### config.mk
export PLATFORM = sky130hd
export DESIGN_NAME = sfmt_recur
export DESIGN_NICKNAME = d
export VERILOG_FILES = /design/src/rtl/sfmt_pkg.sv /design/src/rtl/sfmt_recur.sv
export SDC_FILE = /design/constraint.sdc
export NUM_CORES = 1
export LEC_CHECK = 0
export BUFFER_PORTS_ARGS = -buffer_cell sky130_fd_sc_hd__buf_2
export CAP_MARGIN = 20
export CORE_AREA = 2 2 249 251
export DETAILED_ROUTE_END_ITERATION = 6
export DIE_AREA = 0 0 251 253
export GPL_ROUTABILITY_DRIVEN = 0
export GPL_TIMING_DRIVEN = 1
export PLACE_DENSITY = 0.36
export SYNTH_ARGS = -nofsm -noshare
export SYNTH_HDL_FRONTEND = slang
export SYNTH_SLANG_ARGS = --single-unit
### constraint.sdc
create_clock -name vclk -period 1.45
set_input_delay 0.2175 -clock vclk [all_inputs]
set_output_delay 0.2175 -clock vclk [all_outputs]
set_load 0.01 [all_outputs]
### src/rtl/sfmt_pkg.sv
// Shared types and constants of the SFMT random generator core.
// No dependencies; imported by every module of the block but the checker.
`default_nettype none

package sfmt_pkg;

  localparam int unsigned LANES             = 4;
  localparam int unsigned LANE_W            = 32;
  localparam int unsigned WORD_W            = LANES * LANE_W;
  localparam int unsigned RAND_W            = 31;
  localparam int unsigned RING_ENTRIES_DEF  = 156;
  localparam int unsigned MIDDLE_OFFSET_DEF = 122;

  localparam int unsigned SHL_BYTES_BITS = 8;
  localparam int unsigned SHR_WORD_BITS  = 11;
  localparam int unsigned SHL_WORD_BITS  = 18;

  localparam logic [LANE_W-1:0] LANE31_MASK = 32'h7fff_ffff;
  localparam logic [LANE_W-1:0] LANE_MASK [LANES] = '{
    32'hdfff_ffef, 32'hddfe_cb7f, 32'hbffa_ffff, 32'hbfff_fff6
  };

  // lane 0 sits in the top 32 bits
  typedef logic [WORD_W-1:0] word_t;

  typedef enum logic {
    CMD_LOAD = 1'b0,
    CMD_GEN  = 1'b1
  } cmd_t;

endpackage

`default_nettype wire

### src/rtl/sfmt_recur.sv
// SFMT recursion datapath: shifts, masks and XORs of one new 128-bit word.
// Uses sfmt_pkg for lane layout and shift constants.
`default_nettype none

module sfmt_recur (
  input  wire sfmt_pkg::word_t e_pos,
  input  wire sfmt_pkg::word_t e_mid,
  input  wire sfmt_pkg::word_t p_older,
  input  wire sfmt_pkg::word_t p_newer,
  output sfmt_pkg::word_t      new_word
);
  import sfmt_pkg::*;

  word_t wide_l;
  word_t wide_r;

  assign wide_l = e_pos << SHL_BYTES_BITS;
  assign wide_r = p_older >> SHL_BYTES_BITS;

  always_comb begin
    logic [LANE_W-1:0] b;
    logic [LANE_W-1:0] d;
    new_word = '0;
    for (int k = 0; k < LANES; k++) begin
      b = (e_mid[WORD_W-1-LANE_W*k -: LANE_W] >> SHR_WORD_BITS) & LANE_MASK[k];
      d = p_newer[WORD_W-1-LANE_W*k -: LANE_W] << SHL_WORD_BITS;
      new_word[WORD_W-1-LANE_W*k -: LANE_W] =
        (wide_l[WORD_W-1-LANE_W*k -: LANE_W] ^ e_pos[WORD_W-1-LANE_W*k -: LANE_W] ^ b ^
         wide_r[WORD_W-1-LANE_W*k -: LANE_W] ^ d) & LANE31_MASK;
    end
  end

endmodule

`default_nettype wire

Word level (Yosys, flattened, before mapping)
Cells that the tools add are included.

Bits in registers: 0. Bits of input ports: 512. Output and inout bits: 128. Logic and storage cells: 16.

Bitwise logic cells: 16.

Operators with widths (number): bitwise XOR 31 bit (11); bitwise XOR 31 x 21 -> 31 bit (4); bitwise XOR 31 x 24 -> 31 bit (1).

Longest topological paths before layout
Gate-level depths: netlist of the first run.

Depth in word-level cells: 4. Gate-level depth with buffers: 2. Depth with buffers taken out: 2.

Worst setup path before layout of the first run
No wires, ideal clock.

Path kind: input to output. From: in e_pos[106]. To: out new_word[114]. Arrival time: 0.832 ns. Data required time: 1.233 ns. Setup slack: 0.401 ns. Stages on the path: 2. Buffers on the path: 0. Cells stage by stage: xnor3_1 > xnor2_1.

Cells in the longest elaborated chain, start to end: 4.

RTL lines: start: declaration (line sfmt_recur.sv:6) `input wire sfmt_pkg::word_t e_pos,`; bitwise XOR 31 bit (line sfmt_recur.sv:28) `(wide_l[WORD_W-1-LANE_W*k -: LANE_W] ^ e_pos[WORD_W-1-LANE_W*k -: LANE_W] ^ b ^`; bitwise XOR 31 x 21 -> 31 bit (line sfmt_recur.sv:28); bitwise XOR 31 x 24 -> 31 bit (line sfmt_recur.sv:28); bitwise XOR 31 bit (line sfmt_recur.sv:29) `wide_r[WORD_W-1-LANE_W*k -: LANE_W] ^ d) & LANE31_MASK;`; end: declaration (line sfmt_recur.sv:10) `output sfmt_pkg::word_t new_word`.

No other way between the ends.

Final worst setup path of the first run
From: in e_pos[108]. To: out new_word[116].

Same word-level chain as after synthesis.

==> results_dict.tcl, run 1 <==
set metrics [dict create \
    cp-end-kind "output pin" \
    p_per_area_nw_per_um2 458 \
    wirelength_um 16400 \
    synth_top_cell_area_share 0.631 \
    ys_top_cells_by_area "xnor2_1 63%, xor2_1 28%, xnor3_1 7.7%" \
    crit_required_ns 1.23 \
    drc_errors 0 \
    maxCapViolations 0 \
    die_y_um 253 \
    grt.total_usage 0.0454 \
    startpoint_type "input port" \
    p_seq_frac 0 \
    ir_drop_mv 0.130 \
    path_class "input port to output pin" \
    combPwrFrac 1.000 \
    grt-ovfl-total 0 \
    post_cts_resize_count 0 \
    syn_inst 353 \
    routed_via_density 2.48 \
    critPathMaxStageDelay_ns 0.40 \
    grt_first_pass_wirelength_um 22300 \
    min_path_type "input port to output pin" \
    ant_nets 0 \
    finish.instance_area_um2 6750 \
    leakage_nw 3.09 \
    initial_core_util 0.0530 \
    hold_viol 0 \
    report.final.slew_viol_count 0 \
    mappedNetlistArea_um2 3230 \
    crit_path_top_delay_cell "xnor3_1" \
    hpwlAfterDp_um 16000 \
    dieArea_um2 63500 \
    timing.final.crit_share 0.859 \
    drtIter0Drc 65 \
    hold_buffers 0 \
    vias 4091 \
    core_um2 61000 \
    hold_start "e_pos[125]" \
    setup_viol 0 \
    final_nets 1368 \
    hold_end "new_word[125]" \
    worstHoldPathCells 3 \
    worstPathArrival_ns 1.03 \
    finalSetupTns_ns 0 \
    synth_cell_types 5 \
    flops_and_latches 0 \
    place_area_um2 6740 \
    regArea_um2 0 \
    synth_area_leader_cell "xnor2_1" \
    swShare 0.470 \
    cp_max_fo 2 \
    rows 91 \
    grt_max_degree 3 \
    crit_top_cell "buf_2" \
    io_pins 640 \
    die_w_um 251 \
    drive_gt1_frac 0.588 \
    crit_chain "buf_2, xnor3_1, xnor2_1, buf_2" \
    clkPwrFrac 0 \
    avgSynthCellArea_um2 9.16 \
    syn_to_final_growth_pct 109 \
    clkbuf_count 0 \
    wl_per_cell_um 9.92 \
    yosys_warnings 0 \
    fmax_mhz 803 \
    antenna_found_initial 11 \
    period_needed_ns 1.25 \
    dr.pass1.iters 4 \
    grt_pass1_vias 4051 \
    post-cts-setup-buffers 0 \
    power.switching_mw 1.45 \
    p_int_mw 1.64 \
    seq_area_frac_synth 0 \
    port_buffers 494 \
    rsz0062_at_grt "no" \
    outcome "finished clean" \
]
worst max-delay path by stage:
| stage | from | endpoint | slack [ns] |
|---|---|---|---|
| after global routing | e_pos[11] | new_word[19] | 0.14 |
| after floorplan | e_pos[106] | new_word[114] | 0.40 |
| after global placement | e_pos[44] | new_word[52] | 0.18 |
| after CTS | e_pos[44] | new_word[52] | 0.17 |
| final | e_pos[108] | new_word[116] | 0.20 |
| after detailed placement | e_pos[44] | new_word[52] | 0.18 |
routing by layer:
layer | vias to the layer above | wire length (µm) | GRT usage | part of all wire
met5 | - | 27 | 0 | 0.0016
met4 | 4 | 136 | 0.00323 | 0.0083
met3 | 10 | 1390 | 0.00750 | 0.085
met2 | 227 | 8530 | 0.0857 | 0.52
met1 | 1774 | 6290 | 0.0557 | 0.38
li1 | 2076 | - | - | -
cell type report:
type | count | area (µm²)
diodes | 7 | 17.5
multi-input cells | 352 | 3210
fillers | 7201 | 54300
well taps | 790 | 988
repair buffers | 502 | 2530
cell families after synthesis:
kind of cell / after synthesis / share of synthesized area
other: 1 / 0.00116
XOR/XNOR: 348 / 0.990
buffers and inverters: 4 / 0.00929
cells in the final DEF, fill, tap and decap left out:
master | netlist | routed
buf_2 | 0 | 494
buf_4 | 4 | 8
conb_1 | 1 | 4
diode_2 | 0 | 7
xnor2_1 | 233 | 233
xnor3_1 | 11 | 11
xor2_1 | 104 | 104
metrics by stage:
step,cells,power [mW],util,hold WS (ns),setup WS [ns]
after global placement,1644,3.14,0.110,0.705,0.177
after CTS,1644,3.16,0.110,0.706,0.174
after global routing,1644,3.37,0.110,0.724,0.140
after detailed placement,1644,3.15,0.110,0.706,0.184
after floorplan,356,1.62,-,0.511,0.401
final,1651,3.09,0.111,0.704,0.204
power groups by stage:
stage                     logic [mW]  clock network (mW)  registers (mW)
final                           3.09         0.000000651               0
after CTS                       3.16                   0               0
after detailed placement        3.15                   0               0
after floorplan                 1.62                   0               0
after global placement          3.14                   0               0
after global routing            3.37                   0               0
critical path: cells and delay by family:
kind / cells / cell delay (ns)
buffers and inverters: 2 / 0.26
XOR/XNOR: 2 / 0.54
synth_stat cells:
cell type / n
buf_4: 4
conb_1: 1
xnor2_1: 233
xnor3_1: 11
xor2_1: 104
(Power assumes the default switching activity.)
==> run 2, diff against run 1 <==
--- a/config.mk
+++ b/config.mk
@@ -12,7 +12,6 @@
 export DIE_AREA = 0 0 251 253
 export GPL_ROUTABILITY_DRIVEN = 0
 export GPL_TIMING_DRIVEN = 1
-export PLACE_DENSITY = 0.36
 export SYNTH_ARGS = -nofsm -noshare
 export SYNTH_HDL_FRONTEND = slang
 export SYNTH_SLANG_ARGS = --single-unit
==> results_dict.tcl, run 2 (synthesis results as in run 1) <==
set metrics [dict create \
    outcome "finished clean" \
    io_pins 640 \
    maxCapViolations 0 \
    crit_required_ns 1.23 \
    grt_max_degree 3 \
    ant_nets 0 \
    drtIter0Drc 117 \
    rows 91 \
    grt_first_pass_wirelength_um 23300 \
    worstHoldPathCells 3 \
    period_needed_ns 1.29 \
    place_area_um2 6760 \
    hold_viol 0 \
    hold_buffers 0 \
    finish.utilization 0.111 \
    routed_via_density 2.47 \
    hold_end "new_word[122]" \
    drive_gt1_frac 0.589 \
    wl_per_cell_um 11.4 \
    pre_cts_slack_ns 0.133 \
    timing.final.crit_share 0.890 \
    dr.pass1.iters 4 \
    grt_pass1_vias 3473 \
    final_nets 1371 \
    startpoint_type "input port" \
    p_per_area_nw_per_um2 470 \
    die_y_um 253 \
    antenna_found_initial 14 \
    dieArea_um2 63500 \
    port_buffers 494 \
    wirelength_um 18800 \
    vias 4084 \
    layout_commonest_cell "buf_2" \
    worstPathArrival_ns 1.07 \
    hold_start "e_pos[122]" \
    finalWorstSetupSlack_ns 0.159 \
    regArea_um2 0 \
    post_cts_resize_count 0 \
    flops_and_latches 0 \
    ir_drop_mv 0.142 \
    finalSetupTns_ns 0 \
    grt.total_usage 0.0518 \
    core_um2 61000 \
    syn_to_final_growth_pct 109 \
    cp-end-kind "output pin" \
    clkbuf_count 0 \
    setup_viol 0 \
    die_w_um 251 \
    drc_errors 0 \
    hpwlAfterDp_um 18400 \
    min_path_type "input port to output pin" \
    report.final.slew_viol_count 0 \
    post-cts-setup-buffers 0 \
    total_power_mw 3.18 \
    leakage_nw 3.11 \
    path_class "input port to output pin" \
    finish.instance_area_um2 6770 \
    layout_common_cells "494 x buf_2, 233 x xnor2_1, 104 x xor2_1" \
    rsz0062_at_grt "no" \
    cp_max_fo 2 \
    grt-ovfl-total 0 \
    fmax_mhz 775 \
    initial_core_util 0.0530 \
]
## run 2: cell count changes in the layout (fill, tap and decap cells not counted), sizes merged
cell	previous run	this run
buf	502	505
diode	7	6
## run 2: metal layers
metal / vias up / track usage / part of all wire
met4: 12 / 0.00918 / 0.018
met1: 1752 / 0.0663 / 0.43
met5: - / 0 / 0.0043
li1: 2080 / - / -
met2: 214 / 0.0856 / 0.47
met3: 26 / 0.0166 / 0.078
## run 2: through the flow
stage	hold slack (ns)	cells
after CTS	0.701	1647
final	0.701	1653
after detailed placement	0.701	1647
after global placement	0.703	1647
after floorplan	0.511	356
after global routing	0.711	1648
## run 2: worst max path at each step
stage / end / cells past startpoint / start
2_1_floorplan: new_word[114] / 2 / e_pos[106]
3_3_place_gp: new_word[52] / 4 / e_pos[44]
3_5_place_dp: new_word[82] / 4 / e_pos[74]
4_1_cts: new_word[82] / 4 / e_pos[74]
5_1_grt: new_word[52] / 4 / e_pos[44]
6_report: new_word[52] / 4 / e_pos[44]
## run 2: worst max-delay path: stages
cell and delay (ns):
buf_2 0.13, xnor3_1 0.41, xnor2_1 0.16, buf_2 0.16
## run 2: report_power, final
group          internal (mW)    total, mW  switching [mW]  leakage [nW]
clock            0.000000562  0.000000562               0     0.0000380
combinational           1.65         3.18            1.53          3.11
sequential                 0            0               0             0
total                   1.65         3.18            1.53          3.11
## run 2: area by class of cell
type | instances | area (µm²)
fillers | 7103 | 54300
multi-input cells | 352 | 3210
repair buffers | 505 | 2550
well taps | 790 | 988
diodes | 6 | 15.0
