File: config.mk
export PLATFORM = sky130hd
export DESIGN_NAME = sfmt_addr_gen
export DESIGN_NICKNAME = d
export VERILOG_FILES = /design/src/rtl/sfmt_pkg.sv /design/src/rtl/sfmt_addr_gen.sv
export SDC_FILE = /design/constraint.sdc
export NUM_CORES = 1
export LEC_CHECK = 0
export BUFFER_PORTS_ARGS = -buffer_cell sky130_fd_sc_hd__buf_2
export CAP_MARGIN = 20
export CORE_MARGIN = 4
export CORE_UTILIZATION = 29
export CTS_BUF_LIST = sky130_fd_sc_hd__clkbuf_8
export DETAILED_ROUTE_END_ITERATION = 8
export GPL_ROUTABILITY_DRIVEN = 0
export SETUP_SLACK_MARGIN = 0.1
export SYNTH_ARGS = -nofsm -noshare
export SYNTH_HDL_FRONTEND = slang
export SYNTH_SLANG_ARGS = --single-unit
export TNS_END_PERCENT = 20
File: constraint.sdc
create_clock -name clk -period 3.3 [get_ports clk]
set_input_delay 0.66 -clock clk [delete_from_list [all_inputs] [get_ports clk]]
set_output_delay 0.66 -clock clk [all_outputs]
set_load 0.05 [all_outputs]
File: src/rtl/sfmt_pkg.sv
// Shared types and constants of the SFMT random generator core.
// No dependencies; imported by every module of the block but the checker.
`default_nettype none

package sfmt_pkg;

  localparam int unsigned LANES             = 4;
  localparam int unsigned LANE_W            = 32;
  localparam int unsigned WORD_W            = LANES * LANE_W;
  localparam int unsigned RAND_W            = 31;
  localparam int unsigned RING_ENTRIES_DEF  = 156;
  localparam int unsigned MIDDLE_OFFSET_DEF = 122;

  localparam int unsigned SHL_BYTES_BITS = 8;
  localparam int unsigned SHR_WORD_BITS  = 11;
  localparam int unsigned SHL_WORD_BITS  = 18;

  localparam logic [LANE_W-1:0] LANE31_MASK = 32'h7fff_ffff;
  localparam logic [LANE_W-1:0] LANE_MASK [LANES] = '{
    32'hdfff_ffef, 32'hddfe_cb7f, 32'hbffa_ffff, 32'hbfff_fff6
  };

  // lane 0 sits in the top 32 bits
  typedef logic [WORD_W-1:0] word_t;

  typedef enum logic {
    CMD_LOAD = 1'b0,
    CMD_GEN  = 1'b1
  } cmd_t;

endpackage

`default_nettype wire

File: src/rtl/sfmt_addr_gen.sv
// Ring position counter and middle-entry address for the SFMT core.
// Uses sfmt_pkg for defaults.
`default_nettype none

module sfmt_addr_gen #(
  parameter int unsigned RING_ENTRIES  = sfmt_pkg::RING_ENTRIES_DEF,
  parameter int unsigned MIDDLE_OFFSET = sfmt_pkg::MIDDLE_OFFSET_DEF,
  parameter int unsigned AW            = $clog2(RING_ENTRIES)
) (
  input  wire logic          clk,
  input  wire logic          rst,
  input  wire logic          advance,
  input  wire logic          restart,
  output logic [AW-1:0]      addr_pos,
  output logic [AW-1:0]      addr_mid
);
  import sfmt_pkg::*;

  localparam int unsigned  OFF_M = MIDDLE_OFFSET % RING_ENTRIES;
  localparam logic [AW-1:0] LAST = AW'(RING_ENTRIES - 1);

  logic [AW-1:0] pos;
  logic [AW-1:0] pos_next;
  logic [AW:0]   mid_sum;

  always_comb begin
    pos_next = pos;
    if (restart) begin
      pos_next = '0;
    end else if (advance) begin
      pos_next = (pos == LAST) ? '0 : pos + AW'(1);
    end
  end

  always_ff @(posedge clk) begin
    if (rst) begin
      pos <= '0;
    end else begin
      pos <= pos_next;
    end
  end

  always_comb begin
    mid_sum = {1'b0, pos} + (AW+1)'(OFF_M);
    if (mid_sum >= (AW+1)'(RING_ENTRIES)) begin
      addr_mid = AW'(mid_sum - (AW+1)'(RING_ENTRIES));
    end else begin
      addr_mid = AW'(mid_sum);
    end
  end

  assign addr_pos = pos;

endmodule

`default_nettype wire

## After elaboration in Yosys (flattened, before gate mapping)

Cells that the tools add are included.

- Register bits: 8
- Output and inout port bits: 16
- Logic and storage cells: 9

- Add/subtract/negate cells: 3
- Order comparisons: 1
- Equal/unequal tests: 1
- Multiplexer cells: 2
- Reductions and logical operators: 1

Operators by type and width:

| operator | count |
|---|---|
| 8-bit two-way mux | 2 |
| 8-bit by 7-bit adder with 9-bit output (second input constant) | 1 |
| 9-bit by 8-bit greater-or-equal comparator with 1-bit output (second input constant) | 1 |
| 8-bit by 1-bit adder with 8-bit output (second input constant) | 1 |
| 8-bit == test (second input constant) | 1 |
| 8-bit subtractor (second input constant) | 1 |
| 2-bit OR reduction | 1 |

## Longest topological paths before layout

Gate-level depths: netlist of run 1.

- Depth after elaboration: 3
- Mapped depth: 8

## Least setup slack after synthesis of run 1

No wires, ideal clock.

- Path kind: register to output
- From: register pos[1] (netlist: addr_pos[1])
- To: output port addr_mid[6]
- Data arrival time: 3259 ps
- Required time: 2640 ps
- Slack: -619 ps
- Cell stages (with the launch flop): 9
- Path through: dfxtp_1 -> ha_1 -> buf_6 -> xnor2_1 -> ha_1 -> a21oi_1 -> o32ai_2 -> xnor2_1 -> a221oi_1

- Cells in the longest elaborated chain, start to end: 3
- Elaborated cells on any way between the ends: 4
- Classes of those cells: add/sub: 2; order compare: 1; mux: 1

Ends and longest elaborated chain:

| what | line | RTL |
|---|---|---|
| start: declaration | sfmt_addr_gen.sv:22 | `logic [AW-1:0] pos;` |
| start signal: assignment | sfmt_addr_gen.sv:39 | `pos <= pos_next;` |
| 8-bit by 7-bit adder with 9-bit output (*) | sfmt_addr_gen.sv:44 | `mid_sum = {1'b0, pos} + (AW+1)'(OFF_M);` |
| 8-bit subtractor / 9-bit by 8-bit greater-or-equal comparator with 1-bit output (equally long branches) | sfmt_addr_gen.sv:46, sfmt_addr_gen.sv:45 |  |
| 8-bit two-way mux (*) | sfmt_addr_gen.sv:45 | `if (mid_sum >= (AW+1)'(RING_ENTRIES)) begin` |
| end: declaration | sfmt_addr_gen.sv:15 | `output logic [AW-1:0] addr_mid` |

Every way passes the cells marked *; elsewhere a longest branch is shown, timed or not.

## Worst setup path after layout of run 1

- From: register pos[1] (netlist: addr_pos[1])
- To: output port addr_mid[3]

The elaborated chain is that of the path after synthesis.

==> summary.txt, run 1 <==
Floorplan
  – I/O pin count: 20
  – Full die area: 4028 um2
  – Die X: 63.47 um
  – Site Rows: 19
  – Core Area: 2853 um2
  – Die Y: 63.47 um
  – Initial Util: 31.27%

Yosys
  – Mean Syn Cell Area: 8.337 um2
  – Yosys cell types: 43
  – Synth warnings: 0
  – Commonest cells in the netlist: nor2_1, dfxtp_1, nand2_1, xnor2_1, xor2_1
  – Count leader, synth: nor2_1
  – Mapped cell area: 892.1 um2
  – Asr flop ratio synth: 0%
  – Post-synth EDFFs: 0
  – Synth area leader: dfxtp_1
  – Ranking of synthesized cells by area: dfxtp_1, nor2_1, xnor2_1
  – Top FF cell, synth: dfxtp_1
  – Yosys reg bits: 8
  – Syn Nets: 115
  – Cells after Synth: 107
  – Seq/Total Area, Yosys: 17.95%
  – Synth top area share: 17.95%

Timing
  – Max-slew headroom: 59.55%
  – Layout Skew: 0.002344 ns
  – Final worst setup slack: 0.1827 ns
  – Final setup TNS: 0 ns
  – Worst-margin pin slew: 0.6059 ns
  – Final Hold Violating Endpoints: 0
  – Final hold slack: 0.5822 ns
  – Final min period: 3.117 ns
  – RSZ-0062 raised after global routing: true
  – Final period util: 94.46%
  – Max-slew violation count: 0
  – FMAX: 0.3208 GHz
  – # setup viols final: 0

Clock tree
  – Clk buf depth: 2
  – Clk sinks: 8
  – CTS tree: done
  – CTS H-tree depth: 1
  – CTS hold repair buffers: 0
  – Clk Tree Root Cell: clkbuf_8
  – CTS Buf Count: 3
  – CTS clock-pin slew for the worst setup and hold paths: 0.04 ns
  – Clock latency on the worst-skew pair: 0.23 ns

Worst hold path
  – Class of the worst hold path: flop to flop
  – Worst hold stages: 2

Routing
  – Pre-antenna DRT Iters: 4
  – Vias: 875
  – WL per Instance: 13.50 um
  – Final WL: 2.160 mm
  – DRC viols: 0
  – Starting DRC count in detailed routing: 47
  – Vias/cell: 5.469
  – Post-DRT Antenna Nets: 0

Power and ir drop
  – Peak supply drop: 0.0001724 V
  – Net Sw Power: 0.00005806 W
  – Sw frac: 23.78%
  – Internal: 0.0001861 W
  – Sequential share of power: 40.8%
  – Comb power frac: 12.0%
  – Clk network pwr share: 47.2%
  – P per Cell Area: 215.9 nW/um2
  – Leak pwr: 0.4496 nW

Worst setup path
  – Worst reg2reg setup slack: 1.77 ns
  – Setup crit end kind: output pin
  – Slowest-stage cell, CP: or4b_1
  – CP Cell Sequence: ha_1 -> buf_4 -> or4b_1 -> a21oi_2 -> o221ai_4 -> a21boi_4 -> mux2_2 -> buf_6
  – CP Data Required Time: 2.64 ns
  – Crit-path max FO: 9
  – Arrival time worst endpoint: 2.46 ns
  – Critical path class: flop to output pin
  – Cells on worst reg2reg path: 5
  – Critical path's largest stage delay: 0.48 ns
  – Setup crit start kind: flop

Global route
  – Initial antenna violation count: 0
  – Global route overflow: 0
  – Vias in the first global route: 807
  – Pin count of the biggest net entering global routing: 16
  – GRT Total Usage: 10.97%
  – First-pass GRT wire length: 3.670 mm

Layout
  – ANT cells: 0
  – Final net count: 139
  – Post-route insts no fill: 160
  – Finished Core Util: 39.65%
  – Synth-to-layout area growth: 26.79%
  – Share of post-route cells with drive strength above 1: 37.21%
  – Max reg flops: 8
  – Fill count: 300

Placement
  – PortBufs: 19
  – Post-DP HPWL: 1.616 mm
  – Post-place setup slack: 0.3334 ns
  – Placed cell count: 155

Run status
  – Status: finished, final reports clean

Run
  – Max_cap viols: 0
[repair_timing]
item / CTS / global route
setup endpoints to repair: 1 / 5
pin swaps: 3 / 3
buffers inserted: 2 / 0
resized for setup: 4 / 5
[per-layer routing]
layer / track usage [%] / wire length [um] / vias to the layer above
met4: 4.043 / 28 / 0
met2: 17.60 / 1010 / 22
li1: - / - / 430
met5: 0 / 0 / -
met1: 15.29 / 1045 / 418
met3: 0.7105 / 75 / 5
[power groups by stage]
stage               combinational [W]  clock [W]  sequential [W]
CTS                         0.0000294   0.000118       0.0000996
finish                      0.0000294   0.000115       0.0000996
floorplan                   0.0000161          0        0.000106
global route                0.0000315   0.000124       0.0000997
detailed placement          0.0000290          0        0.000101
global placement            0.0000288          0        0.000101
[worst paths after layout]
path	start	end
setup / recovery	addr_pos[1]$_SDFFE_PP0P_	addr_mid[3]
hold / removal	addr_pos[0]$_SDFFE_PP0P_	addr_pos[0]$_SDFFE_PP0P_
setup reg to reg	addr_pos[4]$_SDFFE_PP0P_	addr_pos[0]$_SDFFE_PP0P_
hold reg to reg	addr_pos[0]$_SDFFE_PP0P_	addr_pos[0]$_SDFFE_PP0P_
[cell families after synthesis]
group | share of synthesized area (%)
buf+inv | 8.835
flops | 17.95
compound gates | 26.93
xor+xnor | 13.60
mux | 2.524
fa+ha+maj | 5.610
simple gates | 24.55
[worst max-delay path: cells and delay by family (launching register included)]
kind / cells / cell delay, ns
buffers and inverters: 2 / 0.32
AOI/OAI and AO/OA: 3 / 0.55
and+or+nand+nor: 1 / 0.48
adders and majority gates: 1 / 0.21
muxes: 1 / 0.36
DFF: 1 / 0.30
[metrics by stage]
stage                     total power (W)  cell area (um2)
after global routing            0.0002549             1131
after CTS                       0.0002471             1105
after floorplan                 0.0001221            923.4
after detailed placement        0.0001301             1031
final                           0.0002442             1131
after global placement          0.0001299             1031
[final cells by class]
type	instances	area (um2)	share of cell area [%]
Clock buffer	3	41.29	3.650
Inverter	4	15.01	1.327
Multi-Input combinational cell	88	719.4	63.61
Sequential cell	8	160.2	14.16
Tap cell	31	38.79	3.429
Timing Repair Buffer	26	156.4	13.83
[cell usage in the layout, fill, tap and decap left out, drive strengths merged, types with 5 or more instances in the layout]
master  instances
xor2            5
buf            25
nand2           8
nor2           18
dfxtp           8
xnor2           8
Note: power is estimated with default switching activity, not from simulation.
==> inputs of run 2 (changes only) <==
Settings changed: SKIP_CTS_REPAIR_TIMING set to 1.
Clock period 3.3 ns to 3.9 ns, I/O delays scaled along.
==> run 2 against run 1 <==
  * Combinational power shrank 23%
  * First-iteration DRC count decreased by 77%
  * Final area fell by 11%
  * Die area did not move
  * Sequential share of layout area increased by 1.7 points
  * Global-route usage is 0.25 points lower
  * Wire length shrank 3.0%
  * Critical path type unchanged
  * Largest power group unchanged
==> summary.txt, run 2 (same netlist as run 1, synthesis figures left out) <==
Run
  – Max_cap viols: 0

Layout
  – Final net count: 132
  – Synth-to-layout area growth: 13.46%
  – ANT cells: 0
  – Finished Core Util: 35.48%
  – Commonest non-fill, non-tap cell in the layout: buf_2
  – Max reg flops: 8
  – Commonest non-fill, non-tap cells in the layout: buf_2, nor2_1, nand2_1, dfxtp_1, xnor2_1
  – Share of post-route cells with drive strength above 1: 29.51%

Global route
  – GRT Total Usage: 10.71%
  – Vias in the first global route: 746
  – First-pass GRT wire length: 3.512 mm
  – Pin count of the biggest net entering global routing: 16
  – Initial antenna violation count: 0
  – Global route overflow: 0

Routing
  – Vias: 811
  – WL met3: 85 um
  – Final WL: 2.095 mm
  – WL per Instance: 13.69 um
  – Highest metal used: met3
  – DRC viols: 0
  – Pre-antenna DRT Iters: 4
  – Post-DRT Antenna Nets: 0
  – Vias/cell: 5.301
  – M1 WL: 997 um
  – Starting DRC count in detailed routing: 11
  – Routed wl met2: 1.011 mm

Power and ir drop
  – Net Sw Power: 0.00004714 W
  – Leak pwr: 0.3843 nW
  – Comb power frac: 11.0%
  – Internal: 0.0001566 W
  – Sw frac: 23.13%
  – Sequential share of power: 41.9%
  – Clk network pwr share: 47.0%
  – Peak supply drop: 0.0001832 V
  – P per Cell Area: 201.3 nW/um2

Worst setup path
  – Crit-path max FO: 11
  – Arrival time worst endpoint: 2.70 ns
  – Reg-to-Reg Start: addr_pos[2]$_SDFFE_PP0P_
  – Setup crit end kind: output pin
  – Setup crit start kind: flop
  – Critical path class: flop to output pin
  – CP Data Required Time: 3.12 ns
  – Worst reg2reg setup slack: 2.19 ns
  – Cells on worst reg2reg path: 6
  – Reg-to-reg endpoint: addr_pos[7]$_SDFFE_PP0P_

Floorplan
  – Die Y: 63.47 um
  – Core Area: 2853 um2
  – Full die area: 4028 um2
  – Initial Util: 31.27%
  – I/O pin count: 20
  – Site Rows: 19
  – Die X: 63.47 um

Clock tree
  – Clk sinks: 8
  – CTS tree: done
  – CTS Buf Count: 3
  – CTS clock-pin slew for the worst setup and hold paths: 0.04 ns
  – Clk Tree Root Cell: clkbuf_8
  – Clock latency on the worst-skew pair: 0.22 ns
  – Clk buf depth: 2
  – CTS H-tree depth: 1

Timing
  – Max-slew violation count: 0
  – Final Hold Violating Endpoints: 0
  – Max-slew headroom: 62.23%
  – FMAX: 0.2871 GHz
  – Final period util: 89.32%
  – RSZ-0062 raised after global routing: false
  – Final worst setup slack: 0.4164 ns
  – Worst-margin pin slew: 0.5658 ns
  – Final min period: 3.484 ns
  – Layout Skew: 0.0001684 ns
  – Final hold slack: 0.5847 ns
  – # setup viols final: 0

Placement
  – Post-DP HPWL: 1.598 mm
  – Post-place setup slack: 0.5689 ns
  – PortBufs: 19

Worst hold path
  – Hold Path Sink: addr_pos[0]$_SDFFE_PP0P_
  – Min-delay src: addr_pos[0]$_SDFFE_PP0P_
  – Worst hold stages: 2
  – Class of the worst hold path: flop to flop

Run status
  – Status: finished, final reports clean
[run 2: layout make-up]
cell class / instances / area (um2)
inverters: 4 / 15.01
flip-flops and latches: 8 / 160.2
well taps: 31 / 38.79
repair buffers: 19 / 95.09
clock buffers: 3 / 41.29
multi-input cells: 88 / 661.9
fillers: 307 / 1841
[run 2: how the worst max path moves through the flow]
stage	start	end	cells past startpoint
after floorplan	addr_pos[1]$_SDFFE_PP0P_	addr_mid[4]	8
after global placement	addr_pos[1]$_SDFFE_PP0P_	addr_mid[6]	8
after detailed placement	addr_pos[2]$_SDFFE_PP0P_	addr_mid[6]	8
after CTS	addr_pos[1]$_SDFFE_PP0P_	addr_mid[6]	8
after global routing	addr_pos[1]$_SDFFE_PP0P_	addr_mid[6]	8
final	addr_pos[2]$_SDFFE_PP0P_	addr_mid[6]	8
[run 2: power groups by stage]
stage / Combinational, W / Sequential (W) / Clock (W)
floorplan: 0.0000131 / 0.0000897 / 0
global placement: 0.0000223 / 0.0000866 / 0
detailed placement: 0.0000224 / 0.0000867 / 0
CTS: 0.0000228 / 0.0000854 / 0.0000987
global route: 0.0000243 / 0.0000858 / 0.000101
finish: 0.0000225 / 0.0000854 / 0.0000959
[run 2: metrics by stage]
step           cells  cell area (um2)  setup TNS [ns]   power, W
6_report         153             1012               0  0.0002038
3_3_place_gp     150            968.4               0  0.0001089
5_1_grt          153             1012               0  0.0002108
4_1_cts          153             1010               0  0.0002069
2_1_floorplan    107            898.4        -0.06043  0.0001028
3_5_place_dp     150            968.4               0  0.0001091
[run 2: layer usage]
| layer | up-vias | track usage (%) |
|---|---|---|
| met1 | 377 | 14.03 |
| li1 | 417 | - |
| met5 | - | 0 |
| met4 | 0 | 4.043 |
| met3 | 0 | 1.243 |
| met2 | 17 | 17.86 |
[run 2: critical path, cell delays in order (launching register included)]
cell      delay, ns
dfxtp_1        0.54
ha_2           0.39
xnor2_1        0.17
ha_1           0.26
a21oi_1        0.10
o32ai_2        0.33
xnor2_1        0.14
a221oi_2       0.26
buf_2          0.29
==> inputs of run 3 (changes only) <==
Settings changed: ABC_AREA set to 1, SETUP_SLACK_MARGIN 0.1 to 0.05.
==> run 3 against run 2 <==
  * Die area shrank 18%
  * Sequential cell count is the same
  * Area after synthesis shrank 20%
  * Worst hold slack lost 0.026 ns
  * Cell count grew 0.65%
  * Largest cell class unchanged
  * Clock skew grew 0.0026 ns
==> summary.txt, run 3 <==
Clock tree
  – Clock latency on the worst-skew pair: 0.23 ns
  – Clk Tree Root Cell: clkbuf_8
  – CTS clock-pin slew for the worst setup and hold paths: 0.04 ns
  – Clk sinks: 8
  – CTS H-tree depth: 1
  – CTS Buf Count: 3
  – Clk buf depth: 2
  – CTS tree: done

Floorplan
  – Site Rows: 17
  – Die Y: 57.46 um
  – Full die area: 3302 um2
  – Core Area: 2276 um2
  – I/O pin count: 20
  – Die X: 57.46 um
  – Initial Util: 31.17%

Global route
  – Pin count of the biggest net entering global routing: 8
  – First-pass GRT wire length: 3.105 mm
  – Vias in the first global route: 758
  – Initial antenna violation count: 0
  – Global route overflow: 0
  – GRT Total Usage: 11.60%

Timing
  – FMAX: 0.3376 GHz
  – Max-slew violation count: 0
  – Worst-margin pin slew: 0.5275 ns
  – Final period util: 75.95%
  – Final min period: 2.962 ns
  – Layout Skew: 0.002731 ns
  – Final Hold Violating Endpoints: 0
  – Final setup TNS: 0 ns
  – # setup viols final: 0
  – Final hold slack: 0.5588 ns
  – Max-slew headroom: 64.62%
  – RSZ-0062 raised after global routing: false

Run
  – Max_cap viols: 0

Yosys
  – Synth top area share: 22.57%
  – Ranking of synthesized cells by area: dfxtp_1, nand2_1, ha_1
  – Syn Nets: 113
  – Yosys cell types: 23
  – Post-synth EDFFs: 0
  – Mean Syn Cell Area: 6.756 um2
  – Count leader, synth: nand2_1
  – Synth area leader: dfxtp_1
  – Seq/Total Area, Yosys: 22.57%
  – Commonest cells in the netlist: nand2_1, inv_1, nand3_1, dfxtp_1, nor2_1
  – Top FF cell, synth: dfxtp_1
  – Cells after Synth: 105
  – Yosys reg bits: 8
  – Mapped cell area: 709.4 um2
  – Asr flop ratio synth: 0%
  – Synth warnings: 0

Layout
  – Commonest non-fill, non-tap cells in the layout: nand2_1, buf_2, inv_1, nand3_1, dfxtp_1
  – Synth-to-layout area growth: 23.10%
  – Final net count: 136
  – Share of post-route cells with drive strength above 1: 28.57%
  – Max reg flops: 8
  – ANT cells: 0
  – Commonest non-fill, non-tap cell in the layout: nand2_1
  – Fill count: 256

Routing
  – Vias: 728
  – DRC viols: 0
  – Post-DRT Antenna Nets: 0
  – WL per Instance: 10.63 um
  – Final WL: 1.637 mm
  – Vias/cell: 4.727
  – Pre-antenna DRT Iters: 4
  – Starting DRC count in detailed routing: 13

Placement
  – Post-DP HPWL: 1.357 mm
  – PortBufs: 19

Worst setup path
  – Critical path class: flop to output pin
  – Slowest-stage cell, CP: dfxtp_1
  – Setup crit start kind: flop
  – Arrival time worst endpoint: 2.18 ns
  – CP Cell Sequence: ha_1 -> nor2_2 -> nor2_1 -> inv_2 -> ha_1 -> nand4_1 -> nand3_2 -> nand2_4 -> nand2_4 -> nand2_1 -> nand2_1 -> buf_2
  – Setup crit end kind: output pin
  – Critical path's largest stage delay: 0.35 ns
  – Crit-path max FO: 7
  – CP Data Required Time: 3.12 ns

Power and ir drop
  – Leak pwr: 0.3974 nW
  – Total power: 0.0002024 W
  – P per Cell Area: 231.8 nW/um2
  – Peak supply drop: 0.0002035 V

Run status
  – Status: finished, final reports clean

Worst hold path
  – Class of the worst hold path: flop to flop
-- run 3: changes by cell type after synthesis, moves of 4 or more --
cell,previous run,this run
nor2_1,18,7
nand4_1,1,5
xnor2_1,7,1
inv_1,4,10
nand2_1,8,29
nand3_1,4,10
-- run 3: logic make-up after synthesis --
logic type                 Yosys count  share of synthesized area [%]
AOI/OAI and AO/OA                    7                          5.995
buffers and inverters               13                          7.409
xor gates and xnor gates             6                          7.407
and+or+nand+nor                     67                          49.56
DFF                                  8                          22.57
adders and majority gates            4                          7.055
-- run 3: where the power goes --
| group | switching, W | leakage (nW) | internal [W] | total (W) |
|---|---|---|---|---|
| clock network | 0.0000303 | 0.0216 | 0.0000666 | 0.0000970 |
| logic | 0.0000149 | 0.311 | 0.00000620 | 0.0000211 |
| registers | 0.00000118 | 0.0647 | 0.0000831 | 0.0000843 |
-- run 3: path summary, 6_finish.rpt --
check                                               from                        to  slack (ns)  depth (start not counted)
worst max-delay path            addr_pos[1]$_SDFFE_PP0P_               addr_mid[5]        0.94                         12
worst min-delay path            addr_pos[6]$_SDFFE_PP0P_  addr_pos[7]$_SDFFE_PP0P_        0.56                          2
worst max register to register  addr_pos[1]$_SDFFE_PP0P_  addr_pos[7]$_SDFFE_PP0P_        2.41                          6
worst min register to register  addr_pos[6]$_SDFFE_PP0P_  addr_pos[7]$_SDFFE_PP0P_        0.56                          2
-- run 3: critical path: cells and delay by family, from the launching register on --
family,cells,cell delay (ns)
adder cells (fa/ha/maj),2,0.47
AND/OR/NAND/NOR,8,0.77
buffers and inverters,2,0.35
flip-flops,1,0.35
-- run 3: area by class of cell --
type	instances	area, um2	share of cell area (%)
clock buffer	3	41.29	4.728
inverter	12	45.04	5.158
multi-input combinational	84	496.7	56.88
sequential	8	160.2	18.34
tap	28	35.03	4.011
timing repair buffer	19	95.09	10.89
-- run 3: per-stage QoR --
step	instance area (um2)	std cells	setup WS, ns	util, %
5_1_grt	873.3	154	0.7595	38.37
2_1_floorplan	709.4	105	0.9021	-
3_5_place_dp	832.0	151	1.159	36.56
3_3_place_gp	832.0	151	1.244	36.56
4_1_cts	873.3	154	0.9075	38.37
6_report	873.3	154	0.9379	38.37
-- run 3: per-layer routing --
metal / up-vias / global-route usage (%) / part of all wire, %
li1: 386 / - / -
met1: 321 / 14.08 / 48
met2: 18 / 19.19 / 45
met3: 3 / 2.036 / 5.5
met4: 0 / 6.291 / 1.7
met5: - / 0 / 0
